**config.mk**
```make
export PLATFORM = sky130hd
export DESIGN_NAME = rpn_stack_alu
export DESIGN_NICKNAME = d
export VERILOG_FILES = /design/src/rtl/rsa_pkg.sv /design/src/rtl/rsa_cell.sv /design/src/rtl/rsa_div.sv /design/src/rtl/rpn_stack_alu.sv
export SDC_FILE = /design/constraint.sdc
export NUM_CORES = 2
export LEC_CHECK = 0
export BUFFER_PORTS_ARGS = -buffer_cell sky130_fd_sc_hd__buf_2
export CAP_MARGIN = 30
export CORE_ASPECT_RATIO = 1.75
export CORE_MARGIN = 1.5
export CORE_UTILIZATION = 30
export DETAILED_ROUTE_END_ITERATION = 8
export PLACE_DENSITY = 0.53
export SYNTH_ARGS = -nofsm -noshare
export SYNTH_HDL_FRONTEND = slang
export SYNTH_SLANG_ARGS = --single-unit
```
**constraint.sdc**
```tcl
create_clock -name clk -period 47.7 [get_ports clk]
set_input_delay 2.385 -clock clk [delete_from_list [all_inputs] [get_ports clk]]
set_output_delay 2.385 -clock clk [all_outputs]
set_load 0.05 [all_outputs]
```
**src/rtl/rsa_pkg.sv**
```systemverilog
`timescale 1ns / 1ps
// Shared types and constants for the RPN stack ALU.
// Used by rsa_cell, rsa_div and rpn_stack_alu; depends on nothing.
package rsa_pkg;

	localparam int STACK_DEPTH = 64;
	localparam int CNT_W       = $clog2(STACK_DEPTH + 1);
	localparam int DATA_W      = 32;
	localparam int DEPTH_W     = 7;

	typedef logic [CNT_W-1:0] count_t;

	typedef struct packed {
		logic              is_bool;
		logic [DATA_W-1:0] val;
	} entry_t;

	typedef enum logic [4:0] {
		FN_PUSH  = 5'd0,
		FN_TRUE  = 5'd1,
		FN_FALSE = 5'd2,
		FN_NOT   = 5'd3,
		FN_CLEAR = 5'd4,
		FN_DROP  = 5'd5,
		FN_DUP   = 5'd6,
		FN_SWAP  = 5'd7,
		FN_ADD   = 5'd8,
		FN_SUB   = 5'd9,
		FN_MUL   = 5'd10,
		FN_DIV   = 5'd11,
		FN_MOD   = 5'd12,
		FN_LT    = 5'd13,
		FN_GT    = 5'd14,
		FN_LE    = 5'd15,
		FN_GE    = 5'd16,
		FN_EQ    = 5'd17,
		FN_PRINT = 5'd18
	} func_t;

	typedef enum logic [2:0] {
		ST_OK    = 3'd0,
		ST_EMPTY = 3'd1,
		ST_TYPE  = 3'd2,
		ST_DIV0  = 3'd3,
		ST_FULL  = 3'd4
	} status_t;

	typedef enum logic [2:0] {
		OP_HOLD,
		OP_PUSH,
		OP_POP,
		OP_REPL,
		OP_POPLD,
		OP_SWAP
	} op_t;

	typedef enum logic [1:0] {
		CM_HOLD,
		CM_TAKE_UP,
		CM_TAKE_DN
	} cell_mode_t;

	typedef struct packed {
		logic start;
		logic sel_mod;
	} div_req_t;

	// Maps a whole-row operation onto the move of one cell.
	function automatic cell_mode_t cell_mode(op_t op, logic first, logic second);
		cell_mode_t m;
		m = CM_HOLD;
		unique case (op)
			OP_PUSH:  m = CM_TAKE_UP;
			OP_POP:   m = CM_TAKE_DN;
			OP_REPL:  m = first ? CM_TAKE_UP : CM_HOLD;
			OP_POPLD: m = first ? CM_TAKE_UP : CM_TAKE_DN;
			OP_SWAP:  m = first ? CM_TAKE_DN : (second ? CM_TAKE_UP : CM_HOLD);
			default:  m = CM_HOLD;
		endcase
		return m;
	endfunction

endpackage

```
**src/rtl/rsa_cell.sv**
```systemverilog
`timescale 1ns / 1ps
// One stack cell: holds a tagged entry and takes its upper or lower neighbor.
// Depends on rsa_pkg.
module rsa_cell (
	input  logic                clk,
	input  rsa_pkg::cell_mode_t mode,
	input  rsa_pkg::entry_t     up,
	input  rsa_pkg::entry_t     dn,
	output rsa_pkg::entry_t     q
);
	import rsa_pkg::*;

	entry_t entry_q;

	always_ff @(posedge clk) begin
		case (mode)
			CM_TAKE_UP: entry_q <= up;
			CM_TAKE_DN: entry_q <= dn;
			default:    entry_q <= entry_q;
		endcase
	end

	assign q = entry_q;

endmodule

```
**src/rtl/rsa_div.sv**
```systemverilog
`timescale 1ns / 1ps
// Iterative signed divider, one quotient bit per cycle, truncating toward zero.
// Depends on rsa_pkg.
module rsa_div (
	input  logic                      clk,
	input  logic                      arst_n,
	input  rsa_pkg::div_req_t         req,
	input  logic [rsa_pkg::DATA_W-1:0] dividend,
	input  logic [rsa_pkg::DATA_W-1:0] divisor,
	output logic                      done,
	output logic [rsa_pkg::DATA_W-1:0] result
);
	import rsa_pkg::*;

	localparam int STEP_W = $clog2(DATA_W);

	logic              busy_q;
	logic              done_q;
	logic [STEP_W-1:0] step_q;
	logic [DATA_W-1:0] quo_q;
	logic [DATA_W-1:0] den_q;
	logic [DATA_W-1:0] rem_q;
	logic              neg_quo_q;
	logic              neg_rem_q;
	logic              sel_mod_q;
	logic [DATA_W-1:0] abs_a;
	logic [DATA_W-1:0] abs_b;
	logic [DATA_W:0]   shifted;
	logic [DATA_W:0]   trial;
	logic [DATA_W-1:0] quo_out;
	logic [DATA_W-1:0] rem_out;

	assign abs_a   = dividend[DATA_W-1] ? (~dividend + 1'b1) : dividend;
	assign abs_b   = divisor[DATA_W-1] ? (~divisor + 1'b1) : divisor;
	assign shifted = {rem_q, quo_q[DATA_W-1]};
	assign trial   = shifted - {1'b0, den_q};

	always_ff @(posedge clk or negedge arst_n) begin
		if (!arst_n) begin
			busy_q <= 1'b0;
			done_q <= 1'b0;
			step_q <= '0;
		end else begin
			done_q <= 1'b0;
			if (req.start) begin
				busy_q <= 1'b1;
				step_q <= '0;
			end else if (busy_q) begin
				step_q <= step_q + 1'b1;
				if (step_q == STEP_W'(DATA_W - 1)) begin
					busy_q <= 1'b0;
					done_q <= 1'b1;
				end
			end
		end
	end

	always_ff @(posedge clk) begin
		if (req.start) begin
			quo_q     <= abs_a;
			den_q     <= abs_b;
			rem_q     <= '0;
			neg_quo_q <= dividend[DATA_W-1] ^ divisor[DATA_W-1];
			neg_rem_q <= dividend[DATA_W-1];
			sel_mod_q <= req.sel_mod;
		end else if (busy_q) begin
			if (!trial[DATA_W]) begin
				rem_q <= trial[DATA_W-1:0];
				quo_q <= {quo_q[DATA_W-2:0], 1'b1};
			end else begin
				rem_q <= shifted[DATA_W-1:0];
				quo_q <= {quo_q[DATA_W-2:0], 1'b0};
			end
		end
	end

	assign quo_out = neg_quo_q ? (~quo_q + 1'b1) : quo_q;
	assign rem_out = neg_rem_q ? (~rem_q + 1'b1) : rem_q;
	assign result  = sel_mod_q ? rem_out : quo_out;
	assign done    = done_q;

	a_start_busy: assert property (@(posedge clk) disable iff (!arst_n)
		req.start |=> busy_q)
		else $error("divider did not start");
	a_done_idle: assert property (@(posedge clk) disable iff (!arst_n)
		done_q |-> !busy_q)
		else $error("divider done while busy");
	a_last_step: assert property (@(posedge clk) disable iff (!arst_n)
		busy_q && !req.start && step_q == STEP_W'(DATA_W - 1) |=> done_q)
		else $error("divider missed its last step");

endmodule

```
**src/rtl/rpn_stack_alu.sv**
```systemverilog
`timescale 1ns / 1ps
// RPN stack ALU: a row of rsa_cell entries (cell 0 is the top) shifted by a sequencer.
// Each item passes S_IDLE, S_EXEC and S_DONE for stack ops; binary ops add S_WB before S_DONE,
// failed ones popping two add S_POP; div and mod add S_DIV (32-step rsa_div) before S_WB.
// One item at a time; the next is taken while a result waits.
// Asynchronous reset empties the stack; entry contents are not reset.
// Depends on rsa_pkg, rsa_cell and rsa_div.
module rpn_stack_alu (
	input  logic                clk,
	input  logic                arst_n,
	input  logic                in_valid,
	output logic                in_ready,
	input  logic [4:0]          func,
	input  logic signed [31:0]  value,
	output logic                out_valid,
	input  logic                out_ready,
	output logic [2:0]          status,
	output logic [6:0]          depth,
	output logic                top_valid,
	output logic                top_is_bool,
	output logic signed [31:0]  top_value,
	output logic                printed
);
	import rsa_pkg::*;

	typedef enum logic [2:0] {
		S_IDLE,
		S_EXEC,
		S_DIV,
		S_WB,
		S_POP,
		S_DONE
	} state_t;

	state_t            state_q;
	state_t            state_c;
	func_t             func_q;
	logic [DATA_W-1:0] value_q;
	count_t            count_q;
	count_t            count_c;
	status_t           stat_q;
	status_t           stat_c;
	logic              print_q;
	logic              print_c;
	entry_t            res_q;
	entry_t            res_c;
	op_t               op_c;
	entry_t            din_c;
	div_req_t          div_req;
	logic              div_done;
	logic [DATA_W-1:0] div_result;
	entry_t            cell_q [STACK_DEPTH];
	entry_t            st0;
	entry_t            st1;
	logic [DATA_W-1:0] prod_c;
	logic              cnt_empty;
	logic              cnt_full;

	logic              out_valid_q;
	status_t           out_status_q;
	logic [DEPTH_W-1:0] out_depth_q;
	logic              out_top_valid_q;
	entry_t            out_top_q;
	logic              out_printed_q;

	assign st0       = cell_q[0];
	assign st1       = cell_q[1];
	assign prod_c    = st1.val * st0.val;
	assign cnt_empty = (count_q == '0);
	assign cnt_full  = (count_q == CNT_W'(STACK_DEPTH));

	always_comb begin
		state_c         = state_q;
		count_c         = count_q;
		stat_c          = stat_q;
		print_c         = print_q;
		res_c           = res_q;
		op_c            = OP_HOLD;
		din_c           = res_q;
		div_req.start   = 1'b0;
		div_req.sel_mod = (func_q == FN_MOD);
		unique case (state_q)
			S_IDLE: begin
				if (in_valid) begin
					state_c = S_EXEC;
				end
			end
			S_EXEC: begin
				stat_c  = ST_OK;
				print_c = 1'b0;
				state_c = S_DONE;
				unique case (func_q) inside
					FN_PUSH, FN_TRUE, FN_FALSE: begin
						din_c.is_bool = (func_q != FN_PUSH);
						din_c.val     = (func_q == FN_PUSH) ? value_q :
							((func_q == FN_TRUE) ? DATA_W'(1) : '0);
						if (cnt_full) begin
							stat_c = ST_FULL;
						end else begin
							op_c    = OP_PUSH;
							count_c = count_q + 1'b1;
						end
					end
					FN_NOT: begin
						din_c.is_bool = 1'b1;
						din_c.val     = (st0.val == '0) ? DATA_W'(1) : '0;
						if (cnt_empty) begin
							stat_c = ST_EMPTY;
						end else if (!st0.is_bool) begin
							stat_c  = ST_TYPE;
							op_c    = OP_POP;
							count_c = count_q - 1'b1;
						end else begin
							op_c = OP_REPL;
						end
					end
					FN_CLEAR: begin
						count_c = '0;
					end
					FN_DROP: begin
						if (cnt_empty) begin
							stat_c = ST_EMPTY;
						end else begin
							op_c    = OP_POP;
							count_c = count_q - 1'b1;
						end
					end
					FN_DUP: begin
						din_c = st0;
						if (cnt_empty) begin
							stat_c = ST_EMPTY;
						end else if (cnt_full) begin
							stat_c = ST_FULL;
						end else begin
							op_c    = OP_PUSH;
							count_c = count_q + 1'b1;
						end
					end
					FN_PRINT: begin
						if (cnt_empty) begin
							stat_c = ST_EMPTY;
						end else begin
							print_c = 1'b1;
						end
					end
					FN_SWAP, [FN_ADD:FN_EQ]: begin
						if (cnt_empty) begin
							stat_c = ST_EMPTY;
						end else if (count_q == CNT_W'(1)) begin
							stat_c  = ST_EMPTY;
							op_c    = OP_POP;
							count_c = '0;
						end else if (func_q == FN_SWAP) begin
							op_c = OP_SWAP;
						end else if (func_q == FN_EQ) begin
							res_c.is_bool = 1'b1;
							res_c.val     = DATA_W'(st0 == st1);
							state_c       = S_WB;
						end else if (st0.is_bool || st1.is_bool) begin
							stat_c  = ST_TYPE;
							op_c    = OP_POP;
							count_c = count_q - 1'b1;
							state_c = S_POP;
						end else if ((func_q == FN_DIV || func_q == FN_MOD) && st0.val == '0) begin
							stat_c  = ST_DIV0;
							op_c    = OP_POP;
							count_c = count_q - 1'b1;
							state_c = S_POP;
						end else if (func_q == FN_DIV || func_q == FN_MOD) begin
							div_req.start = 1'b1;
							state_c       = S_DIV;
						end else begin
							res_c.is_bool = (func_q != FN_ADD) && (func_q != FN_SUB) &&
								(func_q != FN_MUL);
							unique case (func_q) inside
								FN_ADD:  res_c.val = st1.val + st0.val;
								FN_SUB:  res_c.val = st1.val - st0.val;
								FN_MUL:  res_c.val = prod_c;
								FN_LT:   res_c.val = DATA_W'($signed(st1.val) < $signed(st0.val));
								FN_GT:   res_c.val = DATA_W'($signed(st1.val) > $signed(st0.val));
								FN_LE:   res_c.val = DATA_W'($signed(st1.val) <= $signed(st0.val));
								default: res_c.val = DATA_W'($signed(st1.val) >= $signed(st0.val));
							endcase
							state_c = S_WB;
						end
					end
					default: begin
						stat_c = ST_OK;
					end
				endcase
			end
			S_DIV: begin
				if (div_done) begin
					res_c.is_bool = 1'b0;
					res_c.val     = div_result;
					state_c       = S_WB;
				end
			end
			S_WB: begin
				op_c    = OP_POPLD;
				count_c = count_q - 1'b1;
				state_c = S_DONE;
			end
			S_POP: begin
				op_c    = OP_POP;
				count_c = count_q - 1'b1;
				state_c = S_DONE;
			end
			S_DONE: begin
				if (!out_valid_q || out_ready) begin
					state_c = S_IDLE;
				end
			end
			default: state_c = S_IDLE;
		endcase
	end

	always_ff @(posedge clk or negedge arst_n) begin
		if (!arst_n) begin
			state_q     <= S_IDLE;
			count_q     <= '0;
			stat_q      <= ST_OK;
			print_q     <= 1'b0;
			out_valid_q <= 1'b0;
		end else begin
			state_q <= state_c;
			count_q <= count_c;
			stat_q  <= stat_c;
			print_q <= print_c;
			if (state_q == S_DONE && state_c == S_IDLE) begin
				out_valid_q <= 1'b1;
			end else if (out_valid_q && out_ready) begin
				out_valid_q <= 1'b0;
			end
		end
	end

	always_ff @(posedge clk) begin
		res_q <= res_c;
		if (in_valid && in_ready) begin
			func_q  <= func_t'(func);
			value_q <= value;
		end
		if (state_q == S_DONE && state_c == S_IDLE) begin
			out_status_q    <= stat_q;
			out_depth_q     <= DEPTH_W'(count_q);
			out_top_valid_q <= !cnt_empty;
			out_top_q       <= cnt_empty ? '0 : st0;
			out_printed_q   <= print_q;
		end
	end

	for (genvar i = 0; i < STACK_DEPTH; i++) begin : g_cell
		entry_t up;
		entry_t dn;
		if (i == 0) begin : g_first
			assign up = din_c;
		end else begin : g_up
			assign up = cell_q[i-1];
		end
		if (i == STACK_DEPTH - 1) begin : g_last
			assign dn = din_c;
		end else begin : g_dn
			assign dn = cell_q[i+1];
		end
		rsa_cell u_cell (
			.clk  (clk),
			.mode (cell_mode(op_c, i == 0, i == 1)),
			.up   (up),
			.dn   (dn),
			.q    (cell_q[i])
		);
	end

	rsa_div u_div (
		.clk      (clk),
		.arst_n   (arst_n),
		.req      (div_req),
		.dividend (st1.val),
		.divisor  (st0.val),
		.done     (div_done),
		.result   (div_result)
	);

	assign in_ready    = (state_q == S_IDLE);
	assign out_valid   = out_valid_q;
	assign status      = out_status_q;
	assign depth       = out_depth_q;
	assign top_valid   = out_top_valid_q;
	assign top_is_bool = out_top_q.is_bool;
	assign top_value   = out_top_q.val;
	assign printed     = out_printed_q;

	a_count_range: assert property (@(posedge clk) disable iff (!arst_n)
		count_q <= CNT_W'(STACK_DEPTH))
		else $error("stack count beyond depth");
	a_accept_exec: assert property (@(posedge clk) disable iff (!arst_n)
		in_valid && in_ready |=> state_q == S_EXEC)
		else $error("accepted transfer not executed");
	a_print_ok: assert property (@(posedge clk) disable iff (!arst_n)
		out_valid && printed |-> status == ST_OK && top_valid)
		else $error("print reported on failed item");
	a_empty_top: assert property (@(posedge clk) disable iff (!arst_n)
		out_valid && !top_valid |-> top_value == '0 && !top_is_bool && depth == '0)
		else $error("empty stack reports a top entry");

endmodule

```
==> run metrics <==
flop2flop setup slack=35.36 ns; RSZ-0062 raised after global routing=false; Die Y-Extent=846 um; WP data arrival=12.94 ns; IO Pins=88; Max-Cap Viols=0; vias in the first global route=72400; non-filler cells, final=13900; Global Route Usage Sum=15.0%; TritonCTS clock tree=built; final cycle utilization of the critical path=25.9%; number of synthesized flops with an enable pin=2294; Clock Skews=0.0652 ns; WP data required=48.29 ns; H-tree depth=4; Post-CTS Setup Inserts=0; placed insts=13500; CP most frequent cell=buf_4; Worst Setup Start Kind=flop; # fillers=39400; met2 usage=26.9%; synthesized flop and latch total=2348; Fin Setup TNS=0 ns; crit path time final=12.34 ns; max incr delay on CP=0.84 ns; met3 Use GR=1.89%; status=completed; Critical Path Sink Type=flop; Initial Util=30.1%; Core Region=404000 um2; post-synthesis sequential area ratio=57.5%; Achievable Freq=0.0810 GHz; worst skew pair latency=0.89 ns; Post-Syn Area=122000 um2; fin. max-slew vios=0; Final Hold Violating Endpoints=0; Area after DPL=129000 um2; DIE AREA=410000 um2; root buf cell=clkbuf_16; global-route wire length before repair=469 mm; initial antenna violation count=16; IO Port Bufs=87; Clock Pin Slew Worst Setup and Hold Paths=0.07 ns; vias after detailed routing=67500; # DRC=0; Post-Route WL=312 mm; critical path peak fanout=77; Post-Synthesis Cells=8407; Synth Warn #=0; worst r2r src=g_cell[0].u_cell.q[25]; R2R cell count=18; Hold Path Depth=0; DIE WIDTH=485 um; met1 global-route usage=16.4%; fin util=33.5%; post-route ant nets=0; Max-slew headroom=24.0%; Clock Sink Count=2348; RePlAce Congestion=0.960; Via density=4.87; global routing's busiest layer=met2; CP max stage cell=buf_4; P&R area growth vs syn=11.0%; Mapped Avg Cell Area=14.5 um2; clock buffer depth=4; worst setup path startpoint=g_cell[0].u_cell.q[25]; Core Rows=309; worst r2r dst=g_cell[28].u_cell.q[22]; Primary FF master, synth=edfxtp_1; critical path class=flop to flop; DRT iter0 DRCs=4556; Async SR Flop Fraction=0.937%; unique cell type count in the Yosys netlist=89; Net Count, Synth=9090; largest net degree at the start of global routing=187; HP Class=flop to flop; worst-path cell chain=or4_1 -> nor4_2 -> nand4_1 -> a21oi_1 -> a21oi_1 -> o21ai_0 -> nand2_1 -> o31ai_1 -> ha_4 -> buf_4 -> buf_4 -> buf_4 -> buf_4 -> buf_4 -> buf_4 -> buf_4 -> buf_4 -> mux2_2; Final Cell Area=135000 um2; final setup fails=0; hold path startpoint=stat_q[0]; First-pass DRT Iterations=6; Hold Path End=status[0]; Post-CTS Hold Buffers=0; placed wire-length estimate=222 mm; layout cell share with drive strength beyond 1=31.0%; TritonCTS buffer count=214; Worst-Margin Slew=1.13 ns; remaining global-route overflow=0; Layout Nets=9092; routed length per instance=22.5 um; post-cts sizing count=0
cell type report:
| type | count | area (um2) | area share (%) |
|---|---|---|---|
| multi-input cells | 5049 | 48100 | 35.5 |
| well taps | 5287 | 6620 | 4.89 |
| inverters | 528 | 1990 | 1.47 |
| flip-flops and latches | 2348 | 70100 | 51.8 |
| clock inverters | 112 | 823 | 0.608 |
| clock buffers | 269 | 5600 | 4.14 |
| repair buffers | 268 | 2160 | 1.59 |
| diodes | 11 | 27.5 | 0.0203 |
synth_stat cells (all sizes together), types with 165 or more instances:
master / number / area, um2
mux2: 2069 / 23300
nor2: 259 / 975
edfxtp: 2294 / 68900
and2: 238 / 1490
a21oi: 205 / 1030
inv: 525 / 1970
o21ai: 252 / 1260
xnor2: 165 / 1450
ha: 231 / 2890
fa: 411 / 8230
clkbuf: 463 / 1760
nand2: 457 / 1720
metal layers:
metal | vias to the layer above | wire length, um
met3 | 700 | 12000
li1 | 30900 | -
met2 | 1465 | 161000
met5 | - | 58
met4 | 5 | 24400
met1 | 34500 | 114000
how the worst max path moves through the flow:
| stage | to |
|---|---|
| global route | g_cell[31].u_cell.q[20] |
| detailed placement | g_cell[31].u_cell.q[20] |
| CTS | g_cell[31].u_cell.q[20] |
| finish | g_cell[28].u_cell.q[22] |
| floorplan | g_cell[10].u_cell.q[0] |
| global placement | g_cell[26].u_cell.q[22] |
flip-flops by register name (all words and copies together) (netlist names), 3 cells and up:
name	count
status	3
u_div.quo_q	32
count_q	7
top_value	32
u_div.rem_q	32
g_cell.u_cell.q	2112
state_q	3
stat_q	3
value_q	32
u_div.step_q	5
depth	7
u_div.den_q	32
res_q	33
func_q	5
worst max-delay path, delay by kind of cell (launching register included):
| family | cells | cell delay [ns] |
|---|---|---|
| AOI/OAI and AO/OA | 4 | 1.58 |
| muxes | 1 | 0.41 |
| adders and majority gates | 1 | 0.82 |
| buffers and inverters | 8 | 6.12 |
| and+or+nand+nor | 4 | 2.09 |
| DFF | 1 | 0.60 |
logic make-up after synthesis:
family,synth area share (%)
xor gates and xnor gates,1.73
adders and majority gates,9.13
DFF,57.5
and+or+nand+nor,4.80
muxes,19.5
buffers and inverters,3.14
AOI/OAI and AO/OA,4.25
cell usage in the layout (no fill, tap or decap), types with 53 or more instances in the layout:
| cell | count |
|---|---|
| buf_4 | 157 |
| fa_1 | 411 |
| xnor2_1 | 165 |
| a21oi_1 | 204 |
| edfxtp_1 | 2294 |
| mux2_2 | 2069 |
| nor2_1 | 258 |
| and2_1 | 236 |
| clkbuf_16 | 216 |
| xor2_1 | 76 |
| buf_2 | 89 |
| ha_1 | 228 |
| o21ai_0 | 251 |
| inv_1 | 523 |
| nand2_1 | 456 |
| clkbuf_1 | 53 |
per-stage QoR:
stage	worst slack, ns	hold slack, ns
after floorplan	3.25	0.425
after global placement	35.06	0.443
after detailed placement	35.53	0.453
after CTS	35.46	0.476
after global routing	34.80	0.472
final	35.36	0.466
Power is left out: the tool's default activity adds up to more than one toggle a clock period on the data nets, which glitch-free logic cannot reach.
